===== config.mk =====
export PLATFORM = sky130hd
export DESIGN_NAME = integer_square_root_core_flat
export DESIGN_NICKNAME = d
export VERILOG_FILES = /design/src/sv/isr_pkg.sv /design/src/sv/isr_in_if.sv /design/src/sv/isr_out_if.sv /design/src/sv/integer_square_root_core.sv /design/src/sv/isr_ctrl.sv /design/src/sv/isr_dp.sv /design/src/flat_wrapper.sv
export VERILOG_INCLUDE_DIRS = /design/src /design/src/sv
export SDC_FILE = /design/constraint.sdc
export NUM_CORES = 1
export LEC_CHECK = 0
export ABC_AREA = 1
export BUFFER_PORTS_ARGS = -buffer_cell sky130_fd_sc_hd__buf_2
export CAP_MARGIN = 20
export CORE_ASPECT_RATIO = 0.9
export CORE_UTILIZATION = 53
export DETAILED_ROUTE_END_ITERATION = 16
export HOLD_SLACK_MARGIN = 0.12
export PLACE_DENSITY = 0.8
export SYNTH_ARGS = -nofsm -noshare
export SYNTH_HDL_FRONTEND = slang
export SYNTH_SLANG_ARGS = --single-unit

===== constraint.sdc =====
create_clock -name clk -period 2.29 [get_ports clk]
set_input_delay 0.1145 -clock clk [delete_from_list [all_inputs] [get_ports clk]]
set_output_delay 0.1145 -clock clk [all_outputs]
set_load 0.01 [all_outputs]

===== src/sv/integer_square_root_core_assert.svh =====
// ---------------------------------------------------------------------------
// Assertion macros for the integer square root core
// Shared concurrent checks, clocked on clk and held off during reset.
// ---------------------------------------------------------------------------
`ifndef INTEGER_SQUARE_ROOT_CORE_ASSERT_SVH
`define INTEGER_SQUARE_ROOT_CORE_ASSERT_SVH

// Same-cycle implication.
`define ISR_ASSERT_NOW(label, ante, cons, msg) \
  label: assert property (@(posedge clk) disable iff (!rst_n) (ante) |-> (cons)) \
    else $error(msg);

// Next-cycle implication.
`define ISR_ASSERT_NEXT(label, ante, cons, msg) \
  label: assert property (@(posedge clk) disable iff (!rst_n) (ante) |=> (cons)) \
    else $error(msg);

`endif


===== src/sv/isr_pkg.sv =====
// ---------------------------------------------------------------------------
// isr_pkg
// Widths, constants, controller states and command word of the root core.
// ---------------------------------------------------------------------------
`timescale 1ns / 1ps

package isr_pkg;

  localparam int DATA_WIDTH = 32;
  localparam int ROOT_BITS  = 16;
  // result bits produced, one per iteration; odd widths get a zero pad bit
  localparam int ITERS      = (DATA_WIDTH + 1) / 2;
  localparam int SQ_W       = 2 * ITERS;
  localparam int REM_W      = ITERS + 1;
  localparam int CNT_W      = $clog2(ITERS);

  localparam logic [CNT_W-1:0]     CNT_LAST  = CNT_W'(ITERS - 1);
  localparam logic [ROOT_BITS-1:0] FAIL_ROOT = ROOT_BITS'(1);

  typedef enum logic [1:0] {
    ST_IDLE,
    ST_CALC,
    ST_WAIT
  } isr_state_t;

  typedef struct packed {
    logic load;       // capture a new operand
    logic step;       // one restoring iteration
    logic emit_step;  // write result word from the final iteration
    logic emit_hold;  // write result word from the held root
  } isr_cmd_t;

endpackage


===== src/sv/isr_in_if.sv =====
// ---------------------------------------------------------------------------
// isr_in_if
// Operand channel: valid/ready with one signed operand word.
// ---------------------------------------------------------------------------
`timescale 1ns / 1ps

interface isr_in_if;
  logic                                   valid;
  logic                                   ready;
  logic signed [isr_pkg::DATA_WIDTH-1:0]  value;

  modport source (output valid, output value, input ready);
  modport sink   (input valid, input value, output ready);
endinterface


===== src/sv/isr_out_if.sv =====
// ---------------------------------------------------------------------------
// isr_out_if
// Result channel: valid/ready with root and invalid flag.
// ---------------------------------------------------------------------------
`timescale 1ns / 1ps

interface isr_out_if;
  logic                            valid;
  logic                            ready;
  logic [isr_pkg::ROOT_BITS-1:0]   root;
  logic                            invalid;

  modport source (output valid, output root, output invalid, input ready);
  modport sink   (input valid, input root, input invalid, output ready);
endinterface


===== src/sv/integer_square_root_core.sv =====
// ---------------------------------------------------------------------------
// integer_square_root_core
// Floor square root of a signed operand; negative operands flag invalid.
// ---------------------------------------------------------------------------
//  channel   dir   fields                      handshake
//  in_ch     in    value[31:0] signed          valid/ready
//  out_ch    out   root[15:0], invalid         valid/ready
//
//  Each operand passes through a load step, then 16 iterations of the
//  restoring root step (one root bit each, compare and subtract).
//  Result words sit in an output register; a new operand is taken while the
//  previous word waits. If that word is still unread when the next root is
//  done, the root is held until the output register frees up.
//  Synchronous active-low reset clears the sequencer and the output valid.
// ---------------------------------------------------------------------------
`timescale 1ns / 1ps

module integer_square_root_core (
  input  logic       clk,
  input  logic       rst_n,
  isr_in_if.sink     in_ch,
  isr_out_if.source  out_ch
);

  isr_pkg::isr_cmd_t cmd;

  isr_ctrl u_ctrl (
    .clk       (clk),
    .rst_n     (rst_n),
    .in_valid  (in_ch.valid),
    .in_ready  (in_ch.ready),
    .out_valid (out_ch.valid),
    .out_ready (out_ch.ready),
    .cmd       (cmd)
  );

  isr_dp u_dp (
    .clk         (clk),
    .cmd         (cmd),
    .in_value    (in_ch.value),
    .out_root    (out_ch.root),
    .out_invalid (out_ch.invalid)
  );

endmodule


===== src/sv/isr_ctrl.sv =====
// ---------------------------------------------------------------------------
// isr_ctrl
// Sequencer: operand load, iteration count, result word handoff.
// ---------------------------------------------------------------------------
`timescale 1ns / 1ps

`include "integer_square_root_core_assert.svh"

module isr_ctrl (
  input  logic              clk,
  input  logic              rst_n,
  input  logic              in_valid,
  output logic              in_ready,
  output logic              out_valid,
  input  logic              out_ready,
  output isr_pkg::isr_cmd_t cmd
);

  isr_pkg::isr_state_t            state_r, state_nxt;
  logic [isr_pkg::CNT_W-1:0]      cnt_r, cnt_nxt;
  logic                           out_valid_r, out_valid_nxt;
  logic                           slot_free;
  logic                           last;

  assign slot_free = !out_valid_r || out_ready;
  assign last      = (cnt_r == isr_pkg::CNT_LAST);

  // next state
  always_comb begin
    state_nxt = state_r;
    case (state_r)
      isr_pkg::ST_IDLE: begin
        if (in_valid) state_nxt = isr_pkg::ST_CALC;
      end
      isr_pkg::ST_CALC: begin
        if (last) state_nxt = slot_free ? isr_pkg::ST_IDLE : isr_pkg::ST_WAIT;
      end
      isr_pkg::ST_WAIT: begin
        if (slot_free) state_nxt = isr_pkg::ST_IDLE;
      end
      default: state_nxt = isr_pkg::ST_IDLE;
    endcase
  end

  // outputs
  always_comb begin
    cmd      = '0;
    in_ready = 1'b0;
    case (state_r)
      isr_pkg::ST_IDLE: begin
        in_ready = 1'b1;
        cmd.load = in_valid;
      end
      isr_pkg::ST_CALC: begin
        cmd.step      = 1'b1;
        cmd.emit_step = last && slot_free;
      end
      isr_pkg::ST_WAIT: begin
        cmd.emit_hold = slot_free;
      end
      default: begin
        in_ready = 1'b0;
      end
    endcase
  end

  always_comb begin
    cnt_nxt = cnt_r;
    if (cmd.load) cnt_nxt = '0;
    else if (cmd.step) cnt_nxt = cnt_r + 1'b1;
  end

  always_comb begin
    out_valid_nxt = out_valid_r;
    if (cmd.emit_step || cmd.emit_hold) out_valid_nxt = 1'b1;
    else if (out_ready) out_valid_nxt = 1'b0;
  end

  always_ff @(posedge clk) begin
    if (!rst_n) begin
      state_r     <= isr_pkg::ST_IDLE;
      cnt_r       <= '0;
      out_valid_r <= 1'b0;
    end else begin
      state_r     <= state_nxt;
      cnt_r       <= cnt_nxt;
      out_valid_r <= out_valid_nxt;
    end
  end

  assign out_valid = out_valid_r;

  `ISR_ASSERT_NEXT(a_load_starts_calc, in_valid && in_ready, (state_r == isr_pkg::ST_CALC) && (cnt_r == '0), "load did not start iteration count")
  `ISR_ASSERT_NOW(a_no_overwrite, cmd.emit_step || cmd.emit_hold, !out_valid_r || out_ready, "pending result word overwritten")
  `ISR_ASSERT_NEXT(a_stall_to_wait, (state_r == isr_pkg::ST_CALC) && last && !slot_free, state_r == isr_pkg::ST_WAIT, "finished root not held while output stalled")
  `ISR_ASSERT_NOW(a_valid_source, $rose(out_valid_r), ($past(state_r) == isr_pkg::ST_CALC) || ($past(state_r) == isr_pkg::ST_WAIT), "result word raised outside finish")

endmodule


===== src/sv/isr_dp.sv =====
// ---------------------------------------------------------------------------
// isr_dp
// Restoring square root datapath, one root bit per step, plus result register.
// ---------------------------------------------------------------------------
`timescale 1ns / 1ps

module isr_dp (
  input  logic                                  clk,
  input  isr_pkg::isr_cmd_t                     cmd,
  input  logic signed [isr_pkg::DATA_WIDTH-1:0] in_value,
  output logic [isr_pkg::ROOT_BITS-1:0]         out_root,
  output logic                                  out_invalid
);

  localparam int SQ_W  = isr_pkg::SQ_W;
  localparam int REM_W = isr_pkg::REM_W;
  localparam int ITERS = isr_pkg::ITERS;

  logic [SQ_W-1:0]                 x_r, x_nxt;
  logic [REM_W-1:0]                rem_r, rem_nxt;
  logic [ITERS-1:0]                root_r, root_nxt;
  logic                            neg_r;
  logic [isr_pkg::ROOT_BITS-1:0]   out_root_r;
  logic                            out_invalid_r;

  logic [REM_W+1:0]                rem_shift;
  logic [REM_W+1:0]                trial;
  logic [REM_W+1:0]                diff;
  logic                            ge;
  logic [ITERS-1:0]                step_root;
  logic [ITERS-1:0]                fin_root;

  // bring down the next two operand bits, try (root << 2) | 1
  assign rem_shift = {rem_r, x_r[SQ_W-1 -: 2]};
  assign trial     = (REM_W+2)'({root_r, 2'b01});
  assign diff      = rem_shift - trial;
  assign ge        = (rem_shift >= trial);
  assign step_root = {root_r[ITERS-2:0], ge};

  always_comb begin
    x_nxt    = x_r;
    rem_nxt  = rem_r;
    root_nxt = root_r;
    if (cmd.load) begin
      x_nxt    = SQ_W'($unsigned(in_value));
      rem_nxt  = '0;
      root_nxt = '0;
    end else if (cmd.step) begin
      x_nxt    = {x_r[SQ_W-3:0], 2'b00};
      rem_nxt  = ge ? REM_W'(diff) : REM_W'(rem_shift);
      root_nxt = step_root;
    end
  end

  assign fin_root = cmd.emit_step ? step_root : root_r;

  always_ff @(posedge clk) begin
    x_r    <= x_nxt;
    rem_r  <= rem_nxt;
    root_r <= root_nxt;
    if (cmd.load) neg_r <= in_value[isr_pkg::DATA_WIDTH-1];
    if (cmd.emit_step || cmd.emit_hold) begin
      out_root_r    <= neg_r ? isr_pkg::FAIL_ROOT : isr_pkg::ROOT_BITS'(fin_root);
      out_invalid_r <= neg_r;
    end
  end

  assign out_root    = out_root_r;
  assign out_invalid = out_invalid_r;

endmodule

===== src/flat_wrapper.sv =====
// flat-port wrapper written by rule: the top's interface ports become plain ports
module integer_square_root_core_flat 
  (clk, rst_n, in_ch_valid, in_ch_value, in_ch_ready, out_ch_valid, out_ch_root, out_ch_invalid, out_ch_ready);
  isr_in_if in_ch_i ();
  isr_out_if out_ch_i ();
  input  logic clk;
  input  logic rst_n;
  input wire logic [$bits(in_ch_i.valid)-1:0] in_ch_valid;
  input wire logic [$bits(in_ch_i.value)-1:0] in_ch_value;
  output wire logic [$bits(in_ch_i.ready)-1:0] in_ch_ready;
  output wire logic [$bits(out_ch_i.valid)-1:0] out_ch_valid;
  output wire logic [$bits(out_ch_i.root)-1:0] out_ch_root;
  output wire logic [$bits(out_ch_i.invalid)-1:0] out_ch_invalid;
  input wire logic [$bits(out_ch_i.ready)-1:0] out_ch_ready;
  assign in_ch_i.valid = in_ch_valid;
  assign in_ch_i.value = in_ch_value;
  assign in_ch_ready = in_ch_i.ready;
  assign out_ch_valid = out_ch_i.valid;
  assign out_ch_root = out_ch_i.root;
  assign out_ch_invalid = out_ch_i.invalid;
  assign out_ch_i.ready = out_ch_ready;
  integer_square_root_core u_core (.clk(clk), .rst_n(rst_n), .in_ch(in_ch_i), .out_ch(out_ch_i));
endmodule

* Word-level counts from Yosys, hierarchy flattened
Cells that the tools add are included.
** Storage, ports and cells
- Output and inout bits :: 19
- Register bits after elaboration :: 90
- Logic and storage cells :: 43
- Input port bits :: 36
** Cells by class
- Eq/ne operators :: 6
- Add/subtract/negate cells :: 2
- Magnitude comparators :: 1
- Reductions and logical operators :: 9
- Multiplexer cells :: 15
- Bitwise operators :: 1
** Operators by type and width (count)
- $mux 32 :: 2
- $ge 19x18->1 :: 1
- $mux 17 :: 1
- $sub 17x17->17 :: 1
- $mux 16 :: 1
- $mux 2 :: 5
- $ne 2x2->1 const B :: 3
- $pmux 2 s3 :: 1
- $mux 1 :: 5
- $add 4x1->4 const B :: 1
- $eq 4x4->1 const B :: 1
- $reduce_bool 2->1 :: 2
- $reduce_and 3->1 :: 1
- $eq 2x1->1 const B :: 1
- $eq 2x2->1 const B :: 1
- $logic_not 2->1 :: 1
- $logic_or 1x1->1 :: 2
- $reduce_or 2->1 :: 1
- $logic_and 1x1->1 :: 1
- $logic_not 1->1 :: 1
- $not 1->1 :: 1

* Longest topological paths before layout
Gate-level depths: netlist (run 1).
- Word-level depth :: 6
- Mapped depth :: 15
- Depth with buffers taken out :: 15

* Cells and area by module
From an unflattened synthesis (run 1), not the netlist that was laid out.
** Unflattened totals
- Cell total of the unflattened synthesis :: 587
- Area total of the unflattened synthesis :: 4658.2 um^2
** Modules (own cells, without submodules)
- isr_dp :: area each 4310.4 um^2, cells each 536, instances 1
- isr_ctrl :: area each 347.8 um^2, cells each 51, instances 1

* Least setup slack after synthesis (run 1)
OpenSTA, ideal clock, no wires.
- Kind :: reg-to-reg
- Start :: register u_core.u_ctrl.state_r[1]
- End :: register u_core.u_dp.out_invalid_r, in the netlist u_core.u_dp.out_invalid, enable pin
- Slack :: -1 ps
- Cell stages (with the launch flop) :: 3
- Setup time :: 420 ps
- Clock period less this slack :: 2291 ps
- Required time :: 1870 ps
- Arrival time :: 1871 ps
- Path through :: dfxtp_1 inv_1 o31ai_1
** Between the ends
- Longest elaborated chain between the ends :: 3
- Elaborated cells between the ends (all ways) :: 5
- Classes of those cells :: eq/ne: 2; mux: 2; reduce/logical: 1
** Ends and longest elaborated chain
- start: declaration :: RTL line isr_ctrl.sv:19 : isr_pkg::isr_state_t state_r, state_nxt;
- start signal: assignment :: RTL line isr_ctrl.sv:81 : state_r <= isr_pkg::ST_IDLE;
- start signal: assignment :: RTL line isr_ctrl.sv:85 : state_r <= state_nxt;
- $eq 2x1->1 or $eq 2x2->1 (tied branches) :: RTL line isr_ctrl.sv:49 : case (state_r)
- $mux 2 or $mux 1 (tied branches) :: RTL line isr_ctrl.sv:49
- $logic_or 1x1->1 * :: RTL line isr_dp.sv:62 : if (cmd.emit_step || cmd.emit_hold) begin
- end signal: assignment :: RTL line isr_dp.sv:64 : out_invalid_r <= neg_r;
- end: declaration :: RTL line isr_dp.sv:24 : logic out_invalid_r;
Every way passes the cells marked *; elsewhere a longest branch is shown, timed or not.
A chain may end at the register's enable or synchronous reset.

* Worst setup path after layout (run 1)
- Start :: register u_core.u_dp.root_r[6]
- End :: register u_core.u_dp.rem_r[13]
** Between the ends
- Longest elaborated chain between the ends :: 2
- Elaborated cells between the ends (all ways) :: 3
- Classes of those cells :: add/sub: 1; order compare: 1; mux: 1
** Ends and longest elaborated chain
- start: declaration :: RTL line isr_dp.sv:21 : logic [ITERS-1:0] root_r, root_nxt;
- start signal: assignment :: RTL line isr_dp.sv:60 : root_r <= root_nxt;
- $sub 17x17->17 or $ge 19x18->1 (tied branches) :: RTL line isr_dp.sv:36, isr_dp.sv:37
- $mux 17 * :: RTL line isr_dp.sv:50 : rem_nxt = ge ? REM_W'(diff) : REM_W'(rem_shift);
- end signal: assignment :: RTL line isr_dp.sv:59 : rem_r <= rem_nxt;
- end: declaration :: RTL line isr_dp.sv:20 : logic [REM_W-1:0] rem_r, rem_nxt;
Marks and branches as above.

==> flow_summary.json, run 1 <==
{
  "outcome": "finished clean",
  "combPwrFrac_pct": 56.6,
  "h-tree-depth": 3,
  "hold_viol_final": 0,
  "clkTransAtPathRegs_ns": 0.10,
  "met2_length_um": 6050,
  "hold_slack_ns": 0.174,
  "dr.max_layer_used": "met4",
  "cts_buffers": 9,
  "drt.antenna.violating_nets": 0,
  "layout-drive-gt1-share_pct": 15.6,
  "syn_inst": 644,
  "yosysWarnings": 0,
  "ys_ff_latch": 90,
  "netlist-cell-type-count": 33,
  "portBuffers": 54,
  "worstReg2RegEnd": "u_core.u_dp.rem_r[13]",
  "reg2reg_slack_ns": 0.16,
  "drv_slew": 0,
  "endpoint_kind": "register",
  "setup_violations": 0,
  "whs_path_depth": 4,
  "nets": 786,
  "avgSynthCellArea_um2": 7.71,
  "min_to": "u_core.u_ctrl.state_r[1]",
  "max-vdd-ir-drop_mv": 0.700,
  "wl_met1_um": 5330,
  "swShare_pct": 47.9,
  "cts_tree": "yes",
  "p_int_w": 0.00388,
  "die_w_um": 104,
  "power.share.sequential_pct": 28.3,
  "dr.pass1.iters": 6,
  "wl_met3_um": 814,
  "antenna_found_initial": 1,
  "tightest_slew_ns": 0.470,
  "initial_core_util_pct": 54.6,
  "wl_per_cell_um": 14.7,
  "via_per_inst": 5.30,
  "chipHeight_um": 93.8,
  "clock-sinks": 90,
  "drt_wl_total_um": 12600,
  "drt-initial-drc-count": 326,
  "fin_skew_ns": 0.0153,
  "syn_to_final_growth_pct": 19.9,
  "post-route-period-util_pct": 93.1,
  "reg2reg_from": "u_core.u_dp.root_r[6]",
  "num_rows": 33,
  "p_per_area_mw_per_mm2": 1250,
  "cp_data_arrival_time_ns": 2.43,
  "hp-start": "in_ch_valid",
  "cts_max_path_buffers": 2,
  "reg2regPathDepth": 12,
  "clk_latency_ns": 0.37,
  "cp_max_fo": 14,
  "p_total_w": 0.00744,
  "post_cts_buffers": 0,
  "max_cap_viol_count": 0,
  "grt_start_max_net_pins": 47,
  "required_ns": 2.59,
  "ios": 55,
  "grt_remaining_overflow": 0,
  "cts_root_buf": "clkbuf_8",
  "hold_class": "input port to register",
  "p_leak_nw": 2.85,
  "critical_path_class": "register to register",
  "gp_congestion": 0.942,
  "period_minus_slack_ns": 2.13,
  "grt_pass1_wl_um": 20100,
  "post-dp-hpwl_um": 8430,
  "syn_nets": 699,
  "grt.total_usage_pct": 26.5,
  "core-area_mm2": 0.00908,
  "grt_pass1_vias": 4194,
  "slew-limit-headroom_pct": 68.7,
  "switchingPower_w": 0.00356,
  "die-area_mm2": 0.00976,
  "syn_area_mm2": 0.00496,
  "clockPowerShare_pct": 15.1,
  "route.detailed.drc": 0,
  "vias": 4549,
  "yosysSeqAreaShare_pct": 46.4,
  "critPathLaunchType": "register",
  "fmax_ghz": 0.469
}
## power groups by stage
| stage | Combinational (W) | Clock, W | Sequential, W |
|---|---|---|---|
| 2_1_floorplan | 0.00316 | 0 | 0.00206 |
| 6_report | 0.00421 | 0.00112 | 0.00211 |
| 5_1_grt | 0.00469 | 0.00120 | 0.00212 |
| 3_5_place_dp | 0.00397 | 0 | 0.00212 |
| 4_1_cts | 0.00403 | 0.00113 | 0.00209 |
| 3_3_place_gp | 0.00393 | 0 | 0.00212 |
## how the worst max path moves through the flow
stage,slack (ns),cells past startpoint,startpoint,to
finish,0.16,12,u_core.u_dp.root_r[6],u_core.u_dp.rem_r[13]
global placement,0.18,12,u_core.u_dp.root_r[5],u_core.u_dp.rem_r[14]
detailed placement,0.18,12,u_core.u_dp.root_r[4],u_core.u_dp.out_root[0]
floorplan,0.40,13,u_core.u_dp.root_r[12],u_core.u_dp.out_root[0]
CTS,0.15,12,u_core.u_dp.root_r[4],u_core.u_dp.out_root[0]
global route,-0.007,12,u_core.u_dp.root_r[6],u_core.u_dp.rem_r[13]
## layout by cell type, fill, tap and decap left out, types with 3 or more instances in the layout
master / count
nand2_1: 228
nand3_2: 7
nand3b_1: 3
clkbuf_8: 9
xnor2_1: 3
nor2_4: 3
inv_1: 84
dfxtp_1: 40
a21oi_1: 29
o21ai_1: 4
buf_2: 54
nor2_1: 32
edfxtp_1: 50
ha_1: 16
nand2_2: 6
nand4_1: 18
buf_4: 9
xor2_1: 4
nor3_1: 4
nor2_2: 3
nand3_1: 35
inv_2: 7
o21ai_0: 16
nor3_4: 3
o22ai_1: 15
dlygate4sd3_1: 34
## worst max-delay path: stages (launching register included)
cell and delay [ns]:
dfxtp_1 0.34, inv_1 0.09, ha_1 0.38, nand2_1 0.16, nor2_2 0.16, nand2_1 0.12, nor3_4 0.16, nor2_4 0.08
nand2_8 0.13, nand2_2 0.12, nor2_1 0.14, nor2_1 0.07, nor2_1 0.09
## cell families (layout without fill, tap and decap cells)
kind of cell,count (synthesis),after routing,synth area share (%)
compound gates,67,67,7.34
xor+xnor,7,7,1.24
fa+ha+maj,19,19,4.79
buf+inv,113,205,9.02
flops,90,90,46.4
other cells,0,1,0
simple gates,348,348,31.2
## flip-flops by register name, summed over array words and instances, names as in the netlist
signal and count:
u_core.u_ctrl.cnt_r 4, u_core.u_ctrl.out_valid 1, u_core.u_ctrl.state_r 2, u_core.u_dp.neg_r 1
u_core.u_dp.out_invalid 1, u_core.u_dp.out_root 16, u_core.u_dp.rem_r 17, u_core.u_dp.root_r 16
u_core.u_dp.x_r 32
## cell usage after synthesis, drive strengths merged
cell type | number | area [um2]
or2 | 1 | 6.26
edfxtp | 50 | 1500
o31ai | 1 | 7.51
nand3 | 42 | 245
a21oi | 29 | 145
nand4 | 18 | 113
o22ai | 15 | 93.8
nand2 | 236 | 908
nand3b | 3 | 22.5
clkbuf | 6 | 22.5
xor2 | 4 | 35.0
nor3 | 7 | 68.8
and2 | 2 | 12.5
o311a | 1 | 10.0
xnor2 | 3 | 26.3
buf | 16 | 83.8
ha | 19 | 238
nor2 | 38 | 168
dfxtp | 40 | 801
and3 | 1 | 6.26
inv | 91 | 342
o211ai | 1 | 7.51
o21ai | 20 | 100
## routing by layer
| metal | track usage (%) | vias to the layer above |
|---|---|---|
| met5 | 0 | - |
| li1 | - | 2259 |
| met1 | 33.0 | 2050 |
| met4 | 11.1 | 0 |
| met2 | 45.7 | 208 |
| met3 | 4.65 | 32 |
## stage by stage
stage | worst slack [ns] | TNS [ns] | instance area, um2 | instances | util, %
final | 0.159 | 0 | 5950 | 859 | 65.5
after global routing | -0.00672 | -0.0126 | 5950 | 859 | 65.5
after CTS | 0.155 | 0 | 5910 | 858 | 65.1
after detailed placement | 0.184 | 0 | 5370 | 808 | 59.1
after global placement | 0.178 | 0 | 5370 | 808 | 59.1
after floorplan | 0.397 | 0 | 4970 | 644 | -
## cell type report
type,count,area (um2)
Sequential cell,90,2300
Fill cell,754,3130
Tap cell,122,153
Clock buffer,10,128
Inverter,91,342
Timing Repair Buffer,98,698
Clock inverter,6,71.3
Multi-Input combinational cell,441,2260
Antenna cell,1,2.50
## repair_timing
item                                    4_1_cts  5_1_grt
endpoints found under the setup margin        0       10
endpoints found under the hold margin        40        0
hold buffers                                 34        0
gates resized for setup                       0       10
No activity file was read; power rests on OpenSTA's default activity.
==> run 2: changes to the inputs <==
--- a/config.mk
+++ b/config.mk
@@ -14,6 +14,7 @@
 export DETAILED_ROUTE_END_ITERATION = 16
 export HOLD_SLACK_MARGIN = 0.12
 export PLACE_DENSITY = 0.8
+export SETUP_SLACK_MARGIN = 0.5
 export SYNTH_ARGS = -nofsm -noshare
 export SYNTH_HDL_FRONTEND = slang
 export SYNTH_SLANG_ARGS = --single-unit
==> flow_summary.json, run 2 (synthesized netlist as in run 1, its figures left out) <==
{
  "utilization_pct": 75.8,
  "cts_tree": "yes",
  "dpl_worst_slack_ns": 0.0836,
  "drt-initial-drc-count": 464,
  "hold_viol_final": 0,
  "grt_remaining_overflow": 0,
  "required_ns": 2.40,
  "ios": 55,
  "max_stage_delay_ns": 0.36,
  "max_cap_viol_count": 0,
  "worstReg2RegEnd": "u_core.u_dp.out_root[0]",
  "endpoint_kind": "register",
  "h-tree-depth": 3,
  "via_per_inst": 5.63,
  "cp_max_fo": 6,
  "path_delay_family": "simple AND/OR/NAND/NOR gates",
  "drt.antenna.violating_nets": 0,
  "cts_buffers": 9,
  "tns_ns": 0,
  "dr.pass1.iters": 6,
  "antenna_cells": 0,
  "die_w_um": 104,
  "hold_class": "input port to register",
  "cts_root_buf": "clkbuf_8",
  "chipHeight_um": 93.8,
  "period_minus_slack_ns": 2.02,
  "gp_congestion": 0.964,
  "max-vdd-ir-drop_mv": 0.674,
  "final_common_cell": "nand2_1",
  "fin_skew_ns": 0.0223,
  "post-dp-hpwl_um": 8640,
  "clkTransAtPathRegs_ns": 0.09,
  "nets": 830,
  "multiInputGateArea_mm2": 0.00275,
  "critPathBufInv": 3,
  "critical_path_class": "register to register",
  "grt_start_max_net_pins": 47,
  "outcome": "finished clean",
  "largestRegisters": "u_core.u_dp.x_r x32, u_core.u_dp.rem_r x17",
  "antenna_found_initial": 0,
  "dp.cells": 808,
  "final_cell_mix": "nand2_1 (201), inv_1 (59), buf_2 (55), edfxtp_1 (50), buf_4 (38)",
  "final_cells": 902,
  "reg2reg_slack_ns": 0.27,
  "core-area_mm2": 0.00908,
  "setup_violations": 0,
  "cp_data_arrival_time_ns": 2.12,
  "critPathMostFrequentCell": "nand2_1",
  "drt_wl_total_um": 15300,
  "clk_latency_ns": 0.37,
  "fmax_ghz": 0.496,
  "wl_per_cell_um": 17.0,
  "p_leak_nw": 3.21,
  "p_per_area_mw_per_mm2": 1330,
  "portBuffers": 54,
  "whs_path_depth": 4,
  "route.detailed.drc": 0,
  "slowest_stage": "dfxtp_2",
  "min_to": "u_core.u_ctrl.state_r[1]",
  "rsz0062_at_grt": "yes",
  "setup.worst_path.start": "u_core.u_dp.root_r[12]",
  "grt_pass1_vias": 4470,
  "tightest_slew_ns": 0.597,
  "fillers": 604,
  "path_cells": "inv_2, ha_4, nand2_4, inv_1, nand2_1, nand2_1, nand2_1, nand2_2, nor2_4, nand2_8, buf_6, a21oi_2, o21ai_1",
  "critPathLaunchType": "register",
  "post-route-period-util_pct": 88.0,
  "vias": 5077,
  "layout_setup_ws_ns": 0.275,
  "grt_pass1_wl_um": 21700,
  "reg2reg_from": "u_core.u_dp.root_r[12]",
  "num_rows": 33,
  "syn_to_final_growth_pct": 38.7,
  "drv_slew": 0,
  "reg2regPathDepth": 13,
  "die-area_mm2": 0.00976,
  "hp-start": "out_ch_ready",
  "layout-drive-gt1-share_pct": 36.3,
  "cp_num_cells": 13,
  "seq_area_mm2": 0.00233,
  "initial_core_util_pct": 54.6,
  "grt.total_usage_pct": 28.5,
  "slew-limit-headroom_pct": 60.1,
  "top_register": "u_core.u_dp.x_r",
  "largest_reg_flops": 32,
  "clock-sinks": 90,
  "cts_max_path_buffers": 2
}
run 2: cell type report:
class | count | share of cell area (%)
multi-input cells | 441 | 39.9
flip-flops and latches | 90 | 33.9
repair buffers | 142 | 16.3
inverters | 91 | 5.22
well taps | 122 | 2.22
clock buffers | 11 | 1.91
clock inverters | 5 | 0.527
run 2: worst max-delay path by stage:
stage                         endpoint  slack, ns
3_5_place_dp   u_core.u_dp.out_root[0]       0.08
3_3_place_gp   u_core.u_dp.out_root[0]       0.14
5_1_grt          u_core.u_dp.rem_r[14]       0.25
2_1_floorplan  u_core.u_dp.out_root[0]       0.50
4_1_cts        u_core.u_dp.out_root[0]       0.41
6_report       u_core.u_dp.out_root[0]       0.27
run 2: report_power, final:
| part | switching (W) | leakage [nW] | internal (W) |
|---|---|---|---|
| Clock | 0.000587 | 0.0891 | 0.000404 |
| Combinational | 0.00355 | 2.30 | 0.00244 |
| Sequential | 0.000200 | 0.825 | 0.00195 |
| Total | 0.00434 | 3.21 | 0.00480 |
run 2: layer usage:
metal  track usage, %  vias up  part of all wire (%)
li1                 -     2359                     -
met1             35.3     2391                    40
met2             49.6      276                    50
met3             5.55       51                   7.3
met4             10.7        0                   2.9
met5                0        -                     0
run 2: worst reg2reg max path: cells and delay by family, from the launching register on:
family,cells,cell delay [ns]
flops,1,0.36
buf+inv,3,0.23
fa+ha+maj,1,0.25
compound gates,2,0.23
simple gates,7,0.69
run 2: what timing repair did:
action / 4_1_cts / 5_1_grt
gates cloned: 0 / 6
endpoints found under the hold margin: 40 / 0
buffers inserted: 21 / 18
hold buffers: 33 / 0
pin swaps: 18 / 29
setup endpoints to repair: 22 / 86
resized for setup: 71 / 84
run 2: stage by stage:
stage | area [um2] | hold WS (ns) | total power [W]
CTS | 6410 | 0.128 | 0.00834
global placement | 5580 | 0.321 | 0.00619
detailed placement | 5580 | 0.323 | 0.00628
global route | 6890 | 0.130 | 0.00968
finish | 6890 | 0.115 | 0.00914
floorplan | 5180 | 0.213 | 0.00544
==> run 3: changes to the inputs <==
--- a/config.mk
+++ b/config.mk
@@ -14,6 +14,7 @@
 export DETAILED_ROUTE_END_ITERATION = 16
 export HOLD_SLACK_MARGIN = 0.12
 export PLACE_DENSITY = 0.8
+export RECOVER_POWER = 50
 export SETUP_SLACK_MARGIN = 0.5
 export SYNTH_ARGS = -nofsm -noshare
 export SYNTH_HDL_FRONTEND = slang
==> flow_summary.json, run 3 (synthesized netlist as in run 1, its figures left out) <==
{
  "route.detailed.drc": 0,
  "max_cap_viol_count": 0,
  "cts_root_buf": "clkbuf_8",
  "cts_max_path_buffers": 2,
  "combPwrFrac_pct": 65.5,
  "grt_start_max_net_pins": 47,
  "p_int_w": 0.00480,
  "syn_to_final_growth_pct": 38.1,
  "fmax_ghz": 0.495,
  "final_cell_mix": "nand2_1 (201), inv_1 (61), edfxtp_1 (50), buf_4 (37), buf_2 (35)",
  "setup_violations": 0,
  "initial_core_util_pct": 54.6,
  "clockPowerShare_pct": 10.9,
  "clock-sinks": 90,
  "grt_pass1_wl_um": 21700,
  "hold_class": "input port to register",
  "wl_met1_um": 6000,
  "cp_max_fo": 6,
  "core-area_mm2": 0.00908,
  "antenna_found_initial": 0,
  "slew-limit-headroom_pct": 52.1,
  "fin_skew_ns": 0.0191,
  "grt_remaining_overflow": 0,
  "largestRegisters": "u_core.u_dp.x_r x32, u_core.u_dp.rem_r x17",
  "drt.antenna.violating_nets": 0,
  "grt.total_usage_pct": 28.5,
  "ios": 55,
  "p_leak_nw": 3.16,
  "cts_tree": "yes",
  "max-vdd-ir-drop_mv": 0.671,
  "rsz0062_at_grt": "yes",
  "via_per_inst": 5.59,
  "cp_data_arrival_time_ns": 2.14,
  "die-area_mm2": 0.00976,
  "utilization_pct": 75.5,
  "nets": 830,
  "portBuffers": 54,
  "critPathLaunchType": "register",
  "drt_wl_total_um": 15300,
  "outcome": "finished clean",
  "hold_slack_ns": 0.112,
  "antenna_cells": 0,
  "largest_reg_flops": 32,
  "chipHeight_um": 93.8,
  "tns_ns": 0,
  "post-route-period-util_pct": 88.3,
  "wl_met3_um": 1200,
  "wl_per_cell_um": 17.0,
  "critical_path_class": "register to register",
  "vias": 5039,
  "clk_latency_ns": 0.37,
  "required_ns": 2.41,
  "switchingPower_w": 0.00434,
  "cts_buffers": 9,
  "hold_viol_final": 0,
  "p_per_area_mw_per_mm2": 1330,
  "h-tree-depth": 3,
  "final_common_cell": "nand2_1",
  "period_minus_slack_ns": 2.02,
  "layout-drive-gt1-share_pct": 33.3,
  "gp_congestion": 0.964,
  "endpoint_kind": "register",
  "die_w_um": 104,
  "power.share.sequential_pct": 23.6,
  "drt-initial-drc-count": 457,
  "tightest_slew_ns": 0.719,
  "dr.pass1.iters": 5,
  "clkTransAtPathRegs_ns": 0.09,
  "drv_slew": 0,
  "reg2reg_slack_ns": 0.27,
  "num_rows": 33,
  "grt_pass1_vias": 4470,
  "post-dp-hpwl_um": 8640,
  "met2_length_um": 7590,
  "top_register": "u_core.u_dp.x_r",
  "dr.max_layer_used": "met4",
  "swShare_pct": 47.5
}
-- run 3: final timing paths --
path / start / endpoint / cells past startpoint
max: u_core.u_dp.root_r[12] / u_core.u_dp.out_root[0] / 13
min: out_ch_ready / u_core.u_ctrl.state_r[1] / 4
max reg2reg: u_core.u_dp.root_r[12] / u_core.u_dp.out_root[0] / 13
min reg2reg: u_core.u_dp.neg_r / u_core.u_dp.out_invalid / 0
-- run 3: layout make-up --
class                           instances  area, um2
Inverter                               91        359
Multi-Input combinational cell        441       2750
Clock inverter                          5       36.3
Fill cell                             617       2230
Sequential cell                        90       2330
Tap cell                              122        153
Clock buffer                           11        131
Timing Repair Buffer                  142       1100
-- run 3: routing by layer --
layer	up-vias	track usage, %
li1	2348	-
met1	2364	35.3
met2	272	49.6
met3	55	5.55
met4	0	10.7
met5	-	0
-- run 3: repair_timing --
action / 4_1_cts / 5_1_grt
pin swaps: 18 / 29
cloned: 0 / 6
buffers inserted: 21 / 18
endpoints found under the setup margin: 22 / 86
gates resized for setup: 71 / 84
endpoints found under the hold margin: 40 / 0
hold buffers: 33 / 0
-- run 3: worst max-delay path: stages, from the launching register on --
cell	delay (ns)
dfxtp_2	0.36
inv_2	0.05
ha_4	0.25
nand2_4	0.09
inv_1	0.04
nand2_1	0.06
nand2_1	0.07
nand2_1	0.08
nand2_2	0.06
nor2_4	0.23
nand2_8	0.11
buf_6	0.14
a21oi_2	0.13
o21ai_1	0.10
-- run 3: per-stage QoR --
step | std cells | total power (W) | worst slack, ns | cell area (um2)
final | 902 | 0.00914 | 0.269 | 6860
after global routing | 902 | 0.00968 | 0.156 | 6860
after global placement | 808 | 0.00619 | 0.141 | 5580
after CTS | 878 | 0.00834 | 0.410 | 6410
after floorplan | 644 | 0.00544 | 0.503 | 5180
after detailed placement | 808 | 0.00628 | 0.0836 | 5580
-- run 3: power groups by stage --
| stage | clock [W] | sequential, W | combinational (W) |
|---|---|---|---|
| after global routing | 0.00107 | 0.00217 | 0.00644 |
| after CTS | 0.000998 | 0.00214 | 0.00520 |
| after detailed placement | 0 | 0.00215 | 0.00412 |
| final | 0.000997 | 0.00215 | 0.00599 |
| after floorplan | 0 | 0.00211 | 0.00333 |
| after global placement | 0 | 0.00215 | 0.00404 |
